`src/rtl/positional_handle_queue_unit_macros.svh`:
```
// ---------------------------------------------------------------------------
// Assertion macros for the positional handle queue unit.
// Each check is sampled on the rising edge of clk and is held off while
// arst_n is low. Synthesis builds define SYNTH and the checks disappear.
// ---------------------------------------------------------------------------
`ifndef POSITIONAL_HANDLE_QUEUE_UNIT_MACROS_SVH
`define POSITIONAL_HANDLE_QUEUE_UNIT_MACROS_SVH

`ifndef SYNTH

// Consequent must hold in the same cycle as the antecedent.
`define PHQ_ASSERT_SAME(lbl, ante, cons) \
	lbl: assert property (@(posedge clk) disable iff (!arst_n) (ante) |-> (cons)) \
		else $error("positional_handle_queue_unit: same-cycle check failed");

// Consequent must hold in the cycle after the antecedent.
`define PHQ_ASSERT_NEXT(lbl, ante, cons) \
	lbl: assert property (@(posedge clk) disable iff (!arst_n) (ante) |=> (cons)) \
		else $error("positional_handle_queue_unit: next-cycle check failed");

`else

`define PHQ_ASSERT_SAME(lbl, ante, cons)
`define PHQ_ASSERT_NEXT(lbl, ante, cons)

`endif

`endif

```
`src/rtl/phq_pkg.sv`:
```
// ---------------------------------------------------------------------------
// phq_pkg
// Operation codes, status codes and stream layout of the handle queue.
// ---------------------------------------------------------------------------
`timescale 1ns / 1ps
`default_nettype none

package phq_pkg;

	// Operation codes carried in the lowest bits of the input transfer.
	typedef enum logic [3:0] {
		OP_APPEND       = 4'd0,
		OP_INSERT_AT    = 4'd1,
		OP_REMOVE_VALUE = 4'd2,
		OP_REMOVE_AT    = 4'd3,
		OP_FIND         = 4'd4,
		OP_READ_AT      = 4'd5,
		OP_TAKE_AT      = 4'd6,
		OP_READ_FIRST   = 4'd7,
		OP_READ_LAST    = 4'd8,
		OP_TAKE_FIRST   = 4'd9
	} op_t;

	// Result status codes.
	localparam logic [1:0] STAT_OK   = 2'd0;
	localparam logic [1:0] STAT_MISS = 2'd1;
	localparam logic [1:0] STAT_FULL = 2'd2;
	localparam logic [1:0] STAT_NULL = 2'd3;

	// Field widths fixed by the stream format.
	localparam int OP_W    = 4;
	localparam int POS_W   = 8;
	localparam int HDL_W   = 32;
	localparam int STAT_W  = 2;
	localparam int FPOS_W  = 7;
	localparam int COUNT_W = 7;
	localparam int IN_W    = 48;
	localparam int OUT_W   = 48;

	// Found position reported when a handle is absent.
	localparam logic [FPOS_W-1:0] FPOS_NONE = 7'h7f;

endpackage

`default_nettype wire

```
`src/rtl/positional_handle_queue_unit.sv`:
```
// ---------------------------------------------------------------------------
// positional_handle_queue_unit
// Ordered list of nonzero task handles with positional insert and delete.
// ---------------------------------------------------------------------------
// Usage. Each input transfer on the s_axis channel carries one operation: an
// opcode, a signed list position and a handle. Each operation yields exactly
// one result transfer on the m_axis channel with a status, the handle read or
// taken, the position found by a search and the entry count after the
// operation. Results leave in the order the operations arrived.
// The list lives in a single RAM with a registered read. One operation is
// worked on at a time; the input is ready again in the cycle after the
// result has been placed in the output register, even if that result has
// not yet been taken. A refused operation goes straight to the result; an
// append at the tail or a removal of the last entry needs no shift; a read
// passes through the read and fetch states. An insert or remove moves its
// entries one by one through the RAM port, after the read and fetch states
// when the entry is also read. A find or a removal by handle compares the
// entries one by one. The walk through the RAM port therefore sets the
// rate; the worst case is a removal from the head of a full list.
// Reset clears the count and the control state; the RAM itself is not
// cleared, because no entry at or beyond the count is ever read.
// If the receiver stalls, the result waits in the output register; a second
// finished result waits inside the block and the input stays not ready.
// ---------------------------------------------------------------------------
`timescale 1ns / 1ps
`default_nettype none

module positional_handle_queue_unit
	import phq_pkg::*;
#(
	parameter int DEPTH       = 64,
	parameter int HANDLE_BITS = 32
) (
	input  wire logic             clk,
	input  wire logic             arst_n,
	input  wire logic             s_axis_tvalid,
	output logic                  s_axis_tready,
	// [3:0] operation, [11:4] position, [43:12] handle, [47:44] zero
	input  wire logic [IN_W-1:0]  s_axis_tdata,
	output logic                  m_axis_tvalid,
	input  wire logic             m_axis_tready,
	// [1:0] status, [33:2] read_handle, [40:34] found_position,
	// [47:41] entry_count
	output logic      [OUT_W-1:0] m_axis_tdata
);

	`include "positional_handle_queue_unit_macros.svh"

	// Address width of the store, and count width wide enough to hold DEPTH.
	localparam int AW = $clog2(DEPTH);
	localparam int CW = $clog2(DEPTH + 1);
	// Width used to compare a position against the count.
	localparam int PW = (CW > POS_W - 1) ? CW : POS_W - 1;

	typedef enum logic [3:0] {
		ST_IDLE,
		ST_DECODE,
		ST_SEARCH,
		ST_READ,
		ST_FETCH,
		ST_CLOSE,
		ST_SHIFT,
		ST_DRAIN,
		ST_PUT,
		ST_OUT
	} state_t;

	state_t state_q;

	// Operation held for the duration of its processing.
	op_t                    op_q;
	logic [POS_W-1:0]       pos_q;
	logic [HANDLE_BITS-1:0] hdl_q;

	logic [CW-1:0]          count_q;
	logic [CW-1:0]          cur_q;   // walk pointer, may reach the count
	logic [AW-1:0]          end_q;   // last address read by a shift walk
	logic [AW-1:0]          at_q;    // target entry of the operation
	logic                   up_q;    // shift walk opens a gap (towards the tail)

	// Read pipeline: address issued in the previous cycle and its valid flag.
	logic                   rv_s1;
	logic [AW-1:0]          ra_s1;

	// Result under construction.
	logic [STAT_W-1:0]      res_status_q;
	logic [HDL_W-1:0]       res_rd_q;
	logic [FPOS_W-1:0]      res_fpos_q;

	// Output register.
	logic                   m_valid_q;
	logic [OUT_W-1:0]       m_data_q;
	logic                   out_load;

	// RAM port signals.
	logic                   ram_we;
	logic [AW-1:0]          ram_waddr;
	logic [HANDLE_BITS-1:0] ram_wdata;
	logic [AW-1:0]          ram_raddr;
	logic [HANDLE_BITS-1:0] ram_rdata;

	phq_ram #(
		.WIDTH (HANDLE_BITS),
		.DEPTH (DEPTH)
	) u_store (
		.clk   (clk),
		.we    (ram_we),
		.waddr (ram_waddr),
		.wdata (ram_wdata),
		.raddr (ram_raddr),
		.rdata (ram_rdata)
	);

	// Decode helpers, valid while the operation is held.
	logic          pos_neg;
	logic [PW-1:0] pos_ext;
	logic [PW-1:0] cnt_ext;
	logic          pos_in_range;
	logic          hdl_null;
	logic          list_full;
	logic          list_empty;
	logic [AW-1:0] last_idx;
	logic [AW-1:0] ins_at;
	logic          search_rd;
	logic          search_hit;
	logic          search_end;

	// Outcome of the decode cycle.
	state_t            dec_state;
	logic [STAT_W-1:0] dec_status;
	logic [FPOS_W-1:0] dec_fpos;
	logic [AW-1:0]     dec_at;
	logic [CW-1:0]     dec_cur;

	assign pos_neg      = pos_q[POS_W-1];
	assign pos_ext      = PW'(pos_q[POS_W-2:0]);
	assign cnt_ext      = PW'(count_q);
	assign pos_in_range = !pos_neg && (pos_ext < cnt_ext);
	assign hdl_null     = (hdl_q == '0);
	assign list_full    = (count_q == CW'(DEPTH));
	assign list_empty   = (count_q == '0);
	assign last_idx     = AW'(count_q - CW'(1));
	// Insert positions beyond the count go to the tail.
	assign ins_at       = (op_q == OP_INSERT_AT && pos_in_range) ?
	                      AW'(pos_q[POS_W-2:0]) : AW'(count_q);

	// The search issues reads while the pointer is inside the list and
	// compares the data returned in the following cycle.
	assign search_rd    = (cur_q < count_q);
	assign search_hit   = rv_s1 && (ram_rdata == hdl_q);
	assign search_end   = rv_s1 && (ra_s1 == last_idx);

	// The decode cycle picks the first state of the operation and settles the
	// result of an operation that is refused outright.
	always_comb begin
		dec_state  = ST_OUT;
		dec_status = STAT_OK;
		dec_fpos   = '0;
		dec_at     = '0;
		dec_cur    = '0;
		case (op_q)
			OP_APPEND, OP_INSERT_AT: begin
				dec_at  = ins_at;
				dec_cur = count_q - CW'(1);
				if (op_q == OP_INSERT_AT && pos_neg) begin
					dec_status = STAT_MISS;
				end else if (hdl_null) begin
					dec_status = STAT_NULL;
				end else if (list_full) begin
					dec_status = STAT_FULL;
				end else if (ins_at == AW'(count_q)) begin
					dec_state = ST_PUT;
				end else begin
					dec_state = ST_SHIFT;
				end
			end
			OP_REMOVE_VALUE, OP_FIND: begin
				if (hdl_null || list_empty) begin
					dec_status = hdl_null ? STAT_NULL : STAT_MISS;
					if (op_q == OP_FIND) begin
						dec_fpos = FPOS_NONE;
					end
				end else begin
					dec_state = ST_SEARCH;
				end
			end
			OP_REMOVE_AT, OP_READ_AT, OP_TAKE_AT: begin
				dec_at = AW'(pos_q[POS_W-2:0]);
				if (!pos_in_range) begin
					dec_status = STAT_MISS;
				end else begin
					dec_state = (op_q == OP_REMOVE_AT) ? ST_CLOSE : ST_READ;
				end
			end
			OP_READ_FIRST, OP_READ_LAST, OP_TAKE_FIRST: begin
				dec_at = (op_q == OP_READ_LAST) ? last_idx : '0;
				if (list_empty) begin
					dec_status = STAT_MISS;
				end else begin
					dec_state = ST_READ;
				end
			end
			default: begin
				dec_status = STAT_MISS;
			end
		endcase
	end

	// RAM port steering. A shift walk writes each entry read in the previous
	// cycle one place further up or down; the read stays ahead of the write,
	// so no entry is overwritten before it has been read.
	always_comb begin
		ram_we    = 1'b0;
		ram_waddr = ra_s1;
		ram_wdata = ram_rdata;
		ram_raddr = cur_q[AW-1:0];
		case (state_q)
			ST_SHIFT, ST_DRAIN: begin
				ram_we    = rv_s1;
				ram_waddr = up_q ? (ra_s1 + AW'(1)) : (ra_s1 - AW'(1));
			end
			ST_PUT: begin
				ram_we    = 1'b1;
				ram_waddr = at_q;
				ram_wdata = hdl_q;
			end
			ST_READ: begin
				ram_raddr = at_q;
			end
			default: begin
				ram_we = 1'b0;
			end
		endcase
	end

	assign s_axis_tready = (state_q == ST_IDLE);
	assign m_axis_tvalid = m_valid_q;
	assign m_axis_tdata  = m_data_q;

	// The finished result moves to the output register once that is free.
	assign out_load = (state_q == ST_OUT) && (!m_valid_q || m_axis_tready);

	always_ff @(posedge clk or negedge arst_n) begin
		if (!arst_n) begin
			state_q   <= ST_IDLE;
			count_q   <= '0;
			rv_s1     <= 1'b0;
			m_valid_q <= 1'b0;
		end else begin
			rv_s1 <= (state_q == ST_SHIFT) ||
			         ((state_q == ST_SEARCH) && search_rd && !search_hit && !search_end);

			if (out_load) begin
				m_valid_q <= 1'b1;
				m_data_q  <= {COUNT_W'(count_q), res_fpos_q, res_rd_q, res_status_q};
			end else if (m_axis_tready) begin
				m_valid_q <= 1'b0;
			end

			case (state_q)
				ST_IDLE: begin
					if (s_axis_tvalid) begin
						op_q    <= op_t'(s_axis_tdata[OP_W-1:0]);
						pos_q   <= s_axis_tdata[OP_W +: POS_W];
						hdl_q   <= HANDLE_BITS'(s_axis_tdata[OP_W + POS_W +: HDL_W]);
						state_q <= ST_DECODE;
					end
				end

				ST_DECODE: begin
					res_status_q <= dec_status;
					res_rd_q     <= '0;
					res_fpos_q   <= dec_fpos;
					at_q         <= dec_at;
					cur_q        <= dec_cur;
					end_q        <= ins_at;
					up_q         <= 1'b1;
					state_q      <= dec_state;
				end

				ST_SEARCH: begin
					ra_s1 <= cur_q[AW-1:0];
					cur_q <= cur_q + CW'(1);
					if (search_hit) begin
						if (op_q == OP_FIND) begin
							res_fpos_q <= FPOS_W'(ra_s1);
							state_q    <= ST_OUT;
						end else begin
							at_q    <= ra_s1;
							state_q <= ST_CLOSE;
						end
					end else if (search_end) begin
						res_status_q <= STAT_MISS;
						if (op_q == OP_FIND) begin
							res_fpos_q <= FPOS_NONE;
						end
						state_q <= ST_OUT;
					end
				end

				ST_READ: begin
					state_q <= ST_FETCH;
				end

				ST_FETCH: begin
					res_rd_q <= HDL_W'(ram_rdata);
					if (op_q == OP_TAKE_AT || op_q == OP_TAKE_FIRST) begin
						state_q <= ST_CLOSE;
					end else begin
						state_q <= ST_OUT;
					end
				end

				ST_CLOSE: begin
					// Removing the last entry needs no shift.
					if (at_q == last_idx) begin
						count_q <= count_q - CW'(1);
						state_q <= ST_OUT;
					end else begin
						cur_q   <= CW'(at_q) + CW'(1);
						end_q   <= last_idx;
						up_q    <= 1'b0;
						state_q <= ST_SHIFT;
					end
				end

				ST_SHIFT: begin
					ra_s1 <= cur_q[AW-1:0];
					cur_q <= up_q ? (cur_q - CW'(1)) : (cur_q + CW'(1));
					if (cur_q[AW-1:0] == end_q) begin
						state_q <= ST_DRAIN;
					end
				end

				ST_DRAIN: begin
					if (up_q) begin
						state_q <= ST_PUT;
					end else begin
						count_q <= count_q - CW'(1);
						state_q <= ST_OUT;
					end
				end

				ST_PUT: begin
					count_q <= count_q + CW'(1);
					state_q <= ST_OUT;
				end

				ST_OUT: begin
					if (out_load) begin
						state_q <= ST_IDLE;
					end
				end

				default: begin
					state_q <= ST_IDLE;
				end
			endcase
		end
	end

	// The count never passes the store depth.
	`PHQ_ASSERT_SAME(a_count_bound, 1'b1, count_q <= CW'(DEPTH))
	// An operation moves the count by at most one entry per cycle.
	`PHQ_ASSERT_NEXT(a_count_step, 1'b1, CW'($past(count_q) - count_q + CW'(1)) <= CW'(2))
	// The store is written only by a shift walk or the final insert write.
	`PHQ_ASSERT_SAME(a_write_state, ram_we, (state_q == ST_SHIFT) || (state_q == ST_DRAIN) || (state_q == ST_PUT))
	// A new result is loaded only from the result state.
	`PHQ_ASSERT_NEXT(a_result_src, !m_valid_q && (state_q != ST_OUT), !m_valid_q)

endmodule

`default_nettype wire

```
`src/rtl/phq_ram.sv`:
```
// ---------------------------------------------------------------------------
// phq_ram
// Generic single-write, single-read RAM with a registered read port.
// ---------------------------------------------------------------------------
`timescale 1ns / 1ps
`default_nettype none

module phq_ram #(
	parameter int WIDTH = 32,
	parameter int DEPTH = 64
) (
	input  wire logic                     clk,
	input  wire logic                     we,
	input  wire logic [$clog2(DEPTH)-1:0] waddr,
	input  wire logic [WIDTH-1:0]         wdata,
	input  wire logic [$clog2(DEPTH)-1:0] raddr,
	output logic      [WIDTH-1:0]         rdata
);

	logic [WIDTH-1:0] mem_q [DEPTH];

	always_ff @(posedge clk) begin
		if (we) begin
			mem_q[waddr] <= wdata;
		end
		rdata <= mem_q[raddr];
	end

endmodule

`default_nettype wire

```
`config.mk`:
```
export PLATFORM = sky130hd
export DESIGN_NAME = positional_handle_queue_unit
export DESIGN_NICKNAME = d
export VERILOG_FILES = /design/src/rtl/phq_pkg.sv /design/src/rtl/positional_handle_queue_unit.sv /design/src/rtl/phq_ram.sv
export VERILOG_INCLUDE_DIRS = /design/src /design/src/rtl
export SDC_FILE = /design/constraint.sdc
export NUM_CORES = 2
export LEC_CHECK = 0
export ABC_AREA = 1
export BUFFER_PORTS_ARGS = -buffer_cell sky130_fd_sc_hd__buf_2
export CAP_MARGIN = 20
export CORE_MARGIN = 2
export CORE_UTILIZATION = 65
export CTS_CLUSTER_SIZE = 20
export DETAILED_ROUTE_END_ITERATION = 6
export PLACE_DENSITY = 0.82
export SYNTH_ARGS = -nofsm -noshare
export SYNTH_HDL_FRONTEND = slang
export SYNTH_SLANG_ARGS = --single-unit
```
`constraint.sdc`:
```
create_clock -name clk -period 7.7 [get_ports clk]
set_input_delay 0.385 -clock clk [delete_from_list [all_inputs] [get_ports clk]]
set_output_delay 0.385 -clock clk [all_outputs]
set_load 0.02 [all_outputs]
```
== Yosys cells after proc, flatten, opt, wreduce, memory -nomap -nowiden ==
Memory sizes are Yosys's and may differ from the RTL's. A register that Yosys moved wholly into a read port is not among the register bits.
Cells that the tools add are included.

* Multiplexer cells: 65
* Equality and inequality tests: 36
* Reductions and logical operators: 44
* Add/subtract/negate cells: 7
* Order comparisons: 2

{| class="wikitable"
|+ Operators by type and width
! cell !! number
|-
| two-way mux 7 bit || 12
|-
| one-hot mux 32 bit (2 select lines) || 1
|-
| two-way mux 4 bit || 15
|-
| two-way mux 6 bit || 7
|-
| one-hot mux 4 bit (10 select lines) || 1
|-
| one-hot mux 6 bit (2 select lines) || 3
|-
| == test 32 bit || 1
|-
| == test 4 x 3 -> 1 bit (second input constant) || 8
|-
| zero test 32 bit || 1
|-
| two-way mux 32 bit || 1
|-
| one-hot mux 7 bit (4 select lines) || 1
|-
| == test 6 bit || 4
|-
| one-hot mux 7 bit (3 select lines) || 1
|-
| != test 2 bit (second input constant) || 10
|-
| one-hot mux 6 bit (3 select lines) || 1
|-
| == test 4 x 2 -> 1 bit (second input constant) || 4
|-
| == test 4 bit (second input constant) || 4
|-
| one-hot mux 4 bit (4 select lines) || 1
|-
| AND reduction 4 bit || 4
|-
| adder 7 x 1 -> 7 bit (second input constant) || 2
|-
| less-than comparator 7 bit || 2
|-
| two-way mux 2 bit || 7
|-
| one-hot mux 7 bit (2 select lines) || 1
|-
| subtractor 7 x 1 -> 7 bit (second input constant) || 2
|-
| other kinds (24) || 60
|}

* Input bits: 52
* RAM bits: 2,048
* Output and inout bits: 50
* Logic and storage cells: 171
* Flip-flop bits (word level): 172
* Memories kept: 1

{| class="wikitable"
|+ Memories
! name !! depth !! bits a word !! rd ports !! clocked after memory_dff !! write ports !! line !! source
|-
| u_store.mem_q || 64 || 32 || 1 || 1 || 1 || phq_ram.sv:20 || <nowiki>logic [WIDTH-1:0] mem_q [DEPTH];</nowiki>
|}

== Logic depth before layout (Yosys ltp) ==
* Depth in word-level cells: 11
* Mapped depth: 21
* Mapped depth without buffers: 20

== By module ==
A second synthesis with hierarchy kept.

* Cell total of the unflattened synthesis: 7,723
* Area total of the unflattened synthesis: 91,849.3 um^2

{| class="wikitable"
|+ Modules (own cells, without submodules)
! module !! cells each !! times used !! sequential area each (um^2) !! area an instance (um^2)
|-
| phq_ram || 6,769 || 1 || 62,139.6 || 82,785.6
|-
| positional_handle_queue_unit || 954 || 1 || 5,099.9 || 9,063.7
|}

== Worst setup path before layout ==
OpenSTA, ideal clock, no wires.

* Path kind: register to register
* From: register state_q[0]
* To: register m_data_q[0], in the netlist m_axis_tdata[0] (enable)
* Period minus slack after synthesis: 4,478 ps
* Required time: 7,187 ps
* Arrival: 3,965 ps
* Buffers on the path: 0
* Setup time: 513 ps
* Path slack: 3,222 ps
* Stages on the path, launching flop included: 5
* Cell sequence: dfrtp_1 -> inv_1 -> nor2_1 -> nand2_1 -> nor3_1

* Word-level cells in the longest chain between the ends: 3

{| class="wikitable"
|+ RTL lines
! item !! line !! source
|-
| start, declared || positional_handle_queue_unit.sv:68 || <nowiki>state_t state_q;</nowiki>
|-
| start signal, assigned || positional_handle_queue_unit.sv:278 || <nowiki>state_q <= dec_state;</nowiki>
|-
| == test 4 bit || positional_handle_queue_unit.sv:241 || <nowiki>assign out_load = (state_q == ST_OUT) && (!m_valid_q || m_axis_tready);</nowiki>
|-
| logical AND 1 bit || positional_handle_queue_unit.sv:241 ||
|-
| AND reduction 2 bit (no line) || - ||
|-
| end signal, assigned || positional_handle_queue_unit.sv:255 || <nowiki>m_data_q <= {COUNT_W'(count_q), res_fpos_q, res_rd_q, res_status_q};</nowiki>
|-
| end, declared || positional_handle_queue_unit.sv:92 || <nowiki>logic [OUT_W-1:0] m_data_q;</nowiki>
|}

Every way passes these cells.
A chain may end at the register's enable or synchronous reset.

== Worst setup path after layout ==
* From: register up_q
* To: memory u_store.mem_q[56][29] (enable)

* Word-level cells in the longest chain between the ends: 2

{| class="wikitable"
|+ RTL lines
! item !! line !! source
|-
| start, declared || positional_handle_queue_unit.sv:79 || <nowiki>logic up_q;</nowiki>
|-
| start signal, assigned || positional_handle_queue_unit.sv:277 || <nowiki>up_q <= 1'b1;</nowiki>
|-
| start signal, assigned || positional_handle_queue_unit.sv:322 || <nowiki>up_q <= 1'b0;</nowiki>
|-
| two-way mux 6 bit || positional_handle_queue_unit.sv:220 || <nowiki>ram_waddr = up_q ? (ra_s1 + AW'(1)) : (ra_s1 - AW'(1));</nowiki>
|-
| one-hot mux 6 bit (2 select lines) || positional_handle_queue_unit.sv:217 || <nowiki>case (state_q)</nowiki>
|-
| end, declared || phq_ram.sv:20 ||
|}

Every way passes these cells.

==> flow_metrics.env <==
export IMPL_synth_cell_types=46
export IMPL_cts_sinks=2252
export IMPL_holdCritStartpoint="s_axis_tvalid"
export IMPL_grt_pass1_vias=60850
export IMPL_dominantRegCellSynth="edfxtp_1"
export IMPL_fin_ws_ps=2590
export IMPL_power_mw=39.26
export IMPL_io_buffer_count=97
export IMPL_synth_area_top_cells="edfxtp_1 (72%), o21ai_0 (5.6%), nand2_1 (4.6%), nand3_1 (3.2%), nor2_1 (2.4%)"
export IMPL_synth_top_area_cell="edfxtp_1"
export IMPL_status="finished with violations"
export IMPL_clock_path_buffers=3
export IMPL_cts_buffers=209
export IMPL_p_int_mw=24.76
export IMPL_die_area_um2=143800
export IMPL_gp_congestion=0.9393
export IMPL_min_period_ps=5110
export IMPL_yosysWarnings=0
export IMPL_slowest_delay_ps=790
export IMPL_worstPathMaxFanout=20
export IMPL_synth_top_cells_by_count="edfxtp_1 (2207), nand2_1 (1119), o21ai_0 (1021)"
export IMPL_finalHoldViolations=0
export IMPL_place_area_um2=94460
export IMPL_end_kind="register"
export IMPL_max_cap_violations=0
export IMPL_p_leak_nw=34.84
export IMPL_crit_arrival_ps=5580
export IMPL_ios=102
export IMPL_violations="design-rule violations"
export IMPL_die_h_um=379.3
export IMPL_rr_startpoint="up_q"
export IMPL_drive_above_1_share_pct=8.780
export IMPL_ant_nets=0
export IMPL_rsz0062_at_grt="no"
export IMPL_yosysSeqAreaShare_pct=73.46
export IMPL_syn_nets=7363
export IMPL_critPathRequiredTime_ps=8170
export IMPL_placed_cells=8937
export IMPL_path_clk_slew_ps=60
export IMPL_viasPerCell=6.621
export IMPL_grt_usage_pct=33.96
export IMPL_cts_root_buf="clkbuf_16"
export IMPL_yosys_register_bits=2252
export IMPL_antenna_found_initial=4
export IMPL_clk_latency_ps=850
export IMPL_slew_headroom_pct=21.96
export IMPL_ctsResizeCount=0
export IMPL_postCtsSetupRepairBufs=0
export IMPL_ys_async_sr_fraction_pct=0.5773
export IMPL_synth_most_common_cell="edfxtp_1"
export IMPL_tns_ps=0
export IMPL_cpMostUsedCell="nand2_1"
export IMPL_synth_top_area_share_pct=72.41
export IMPL_setup_viol=0
export IMPL_critical_path_top_delay_family="simple AND/OR/NAND/NOR gates"
export IMPL_pwr_share_comb_pct=32.5
export IMPL_drtPass1Iterations=7
export IMPL_layout_cells_non_filler=9371
export IMPL_max_freq_mhz=195.7
export IMPL_layout_nets=7398
export IMPL_fin_crit_sh_pct=66.37
export IMPL_ctsHoldBuffers=48
export IMPL_p_switching_mw=14.50
export IMPL_vias=62040
export IMPL_whs_ps=40.25
export IMPL_postLayoutCellArea_um2=101600
export IMPL_hp_class="in2reg"
export IMPL_clkPwrFrac_pct=25.5
export IMPL_crit_buf_inv=2
export IMPL_synth_edf_count=2207
export IMPL_overflow=0
export IMPL_wire_per_inst_um=26.13
export IMPL_switching_share_pct=36.94
export IMPL_rows=137
export IMPL_worst_slew_pin_slew_ps=1171
export IMPL_cts_tree="yes"
export IMPL_synthCells=7288
export IMPL_preCtsSetupSlack_ps=2880
export IMPL_routed_wl_mm=244.8
export IMPL_crit_path_start_kind="register"
export IMPL_path_cells="inv_1, ha_1, nand2_1, nand2_1, a31oi_1, nor2_1, o21ai_0, nand2_1, nand2_1, nand3_1, o211ai_1, nand3_1, nor2_4, buf_4"
export IMPL_coreArea_um2=139700
export IMPL_slowest_stage="nand3_1"
export IMPL_drc=2
export IMPL_p_seq_share_pct=42.0
export IMPL_synth_area_um2=91530
export IMPL_htreeDepth=4
export IMPL_grt_pass1_wl_mm=363.2
export IMPL_p_per_area_nw_per_um2=386.6
export IMPL_nFillCells=8259
export IMPL_fin_skew_ps=30.18
export IMPL_grt_max_degree=202
export IMPL_initialDrtViolationCount=10280
export IMPL_dpl_hpwl_mm=126.3
export IMPL_worstSetupPathType="reg2reg"
export IMPL_syn_area_per_cell_um2=12.56
export IMPL_report_final_slew_viol_count=0
export IMPL_ir_drop_mv=0.4038
export IMPL_die_w_um=379.3
export IMPL_start_util_pct=65.52
export IMPL_final_core_util_pct=72.70
export IMPL_syn_to_final_growth_pct=10.97
export IMPL_critPathLaunch="up_q"
[per-layer routing]
layer	vias to the layer above	global-route usage [%]	routed length (um)
met5	-	0	52
met1	29890	44.93	85330
met2	4793	53.91	115900
li1	26540	-	-
met3	817	7.413	31720
met4	8	16.68	11810
[layout make-up]
cell class	instances	area (um^2)	area share, %
well taps	1876	2347	2.311
inverters	309	1189	1.170
clock inverters	110	928.4	0.9140
clock buffers	272	5633	5.546
flip-flops and latches	2252	67240	66.20
multi-input cells	4260	21920	21.58
diodes	1	2.502	0.002464
repair buffers	291	2307	2.272
[tightest hold or removal path, cell delays in order]
cell and delay, ps:
buf_2 120, o21ai_0 110, o21bai_1 200
[worst paths after layout]
check	slack, ps	cells past startpoint	endpoint
hold / removal	40	3	state_q[1]
min in group asynchronous	520	3	m_axis_tvalid
setup / recovery	2590	14	u_store.mem_q[56][29]
setup reg to reg	2590	14	u_store.mem_q[56][29]
hold reg to reg	410	0	m_axis_tdata[40]
max in group asynchronous	6060	4	state_q[1]
[state kept, by name, summed over array words and instances, names as in the netlist, 7 cells and up]
register	cells
cnt_ext	7
res_rd_q	32
u_store.mem_q	2048
u_store.rdata	32
m_axis_tdata	48
res_fpos_q	7
hdl_q	32
cur_q	7
pos_q	8
[cells by family after synthesis]
family | Yosys count | share of synthesized area, %
AO/OA/AOI/OAI | 1851 | 11.71
XOR/XNOR | 36 | 0.3445
adder cells (fa/ha/maj) | 23 | 0.3226
buffers and inverters | 776 | 3.591
flip-flops | 2252 | 73.46
AND/OR/NAND/NOR | 2350 | 10.57
[power by group through the flow]
| stage | registers [mW] | logic (mW) | clock network [mW] |
|---|---|---|---|
| floorplan | 16.9 | 7.75 | 0 |
| global placement | 16.7 | 11.6 | 0 |
| detailed placement | 16.7 | 12.1 | 0 |
| CTS | 16.5 | 12.3 | 10.0 |
| global route | 16.5 | 13.7 | 10.5 |
| finish | 16.5 | 12.8 | 10.0 |
[cell usage in the layout (no fill, tap or decap), types with 66 or more instances in the layout]
master and count:
buf_2 97, o21ai_1 186, edfxtp_1 2207, o21ai_0 987
nand2_1 1119, o21bai_1 282, clkbuf_16 214, o22ai_1 112
nor2_4 66, o211ai_1 193, nand3_1 587, buf_4 127
nor2_1 526, inv_1 298
(Power assumes the default switching activity.)
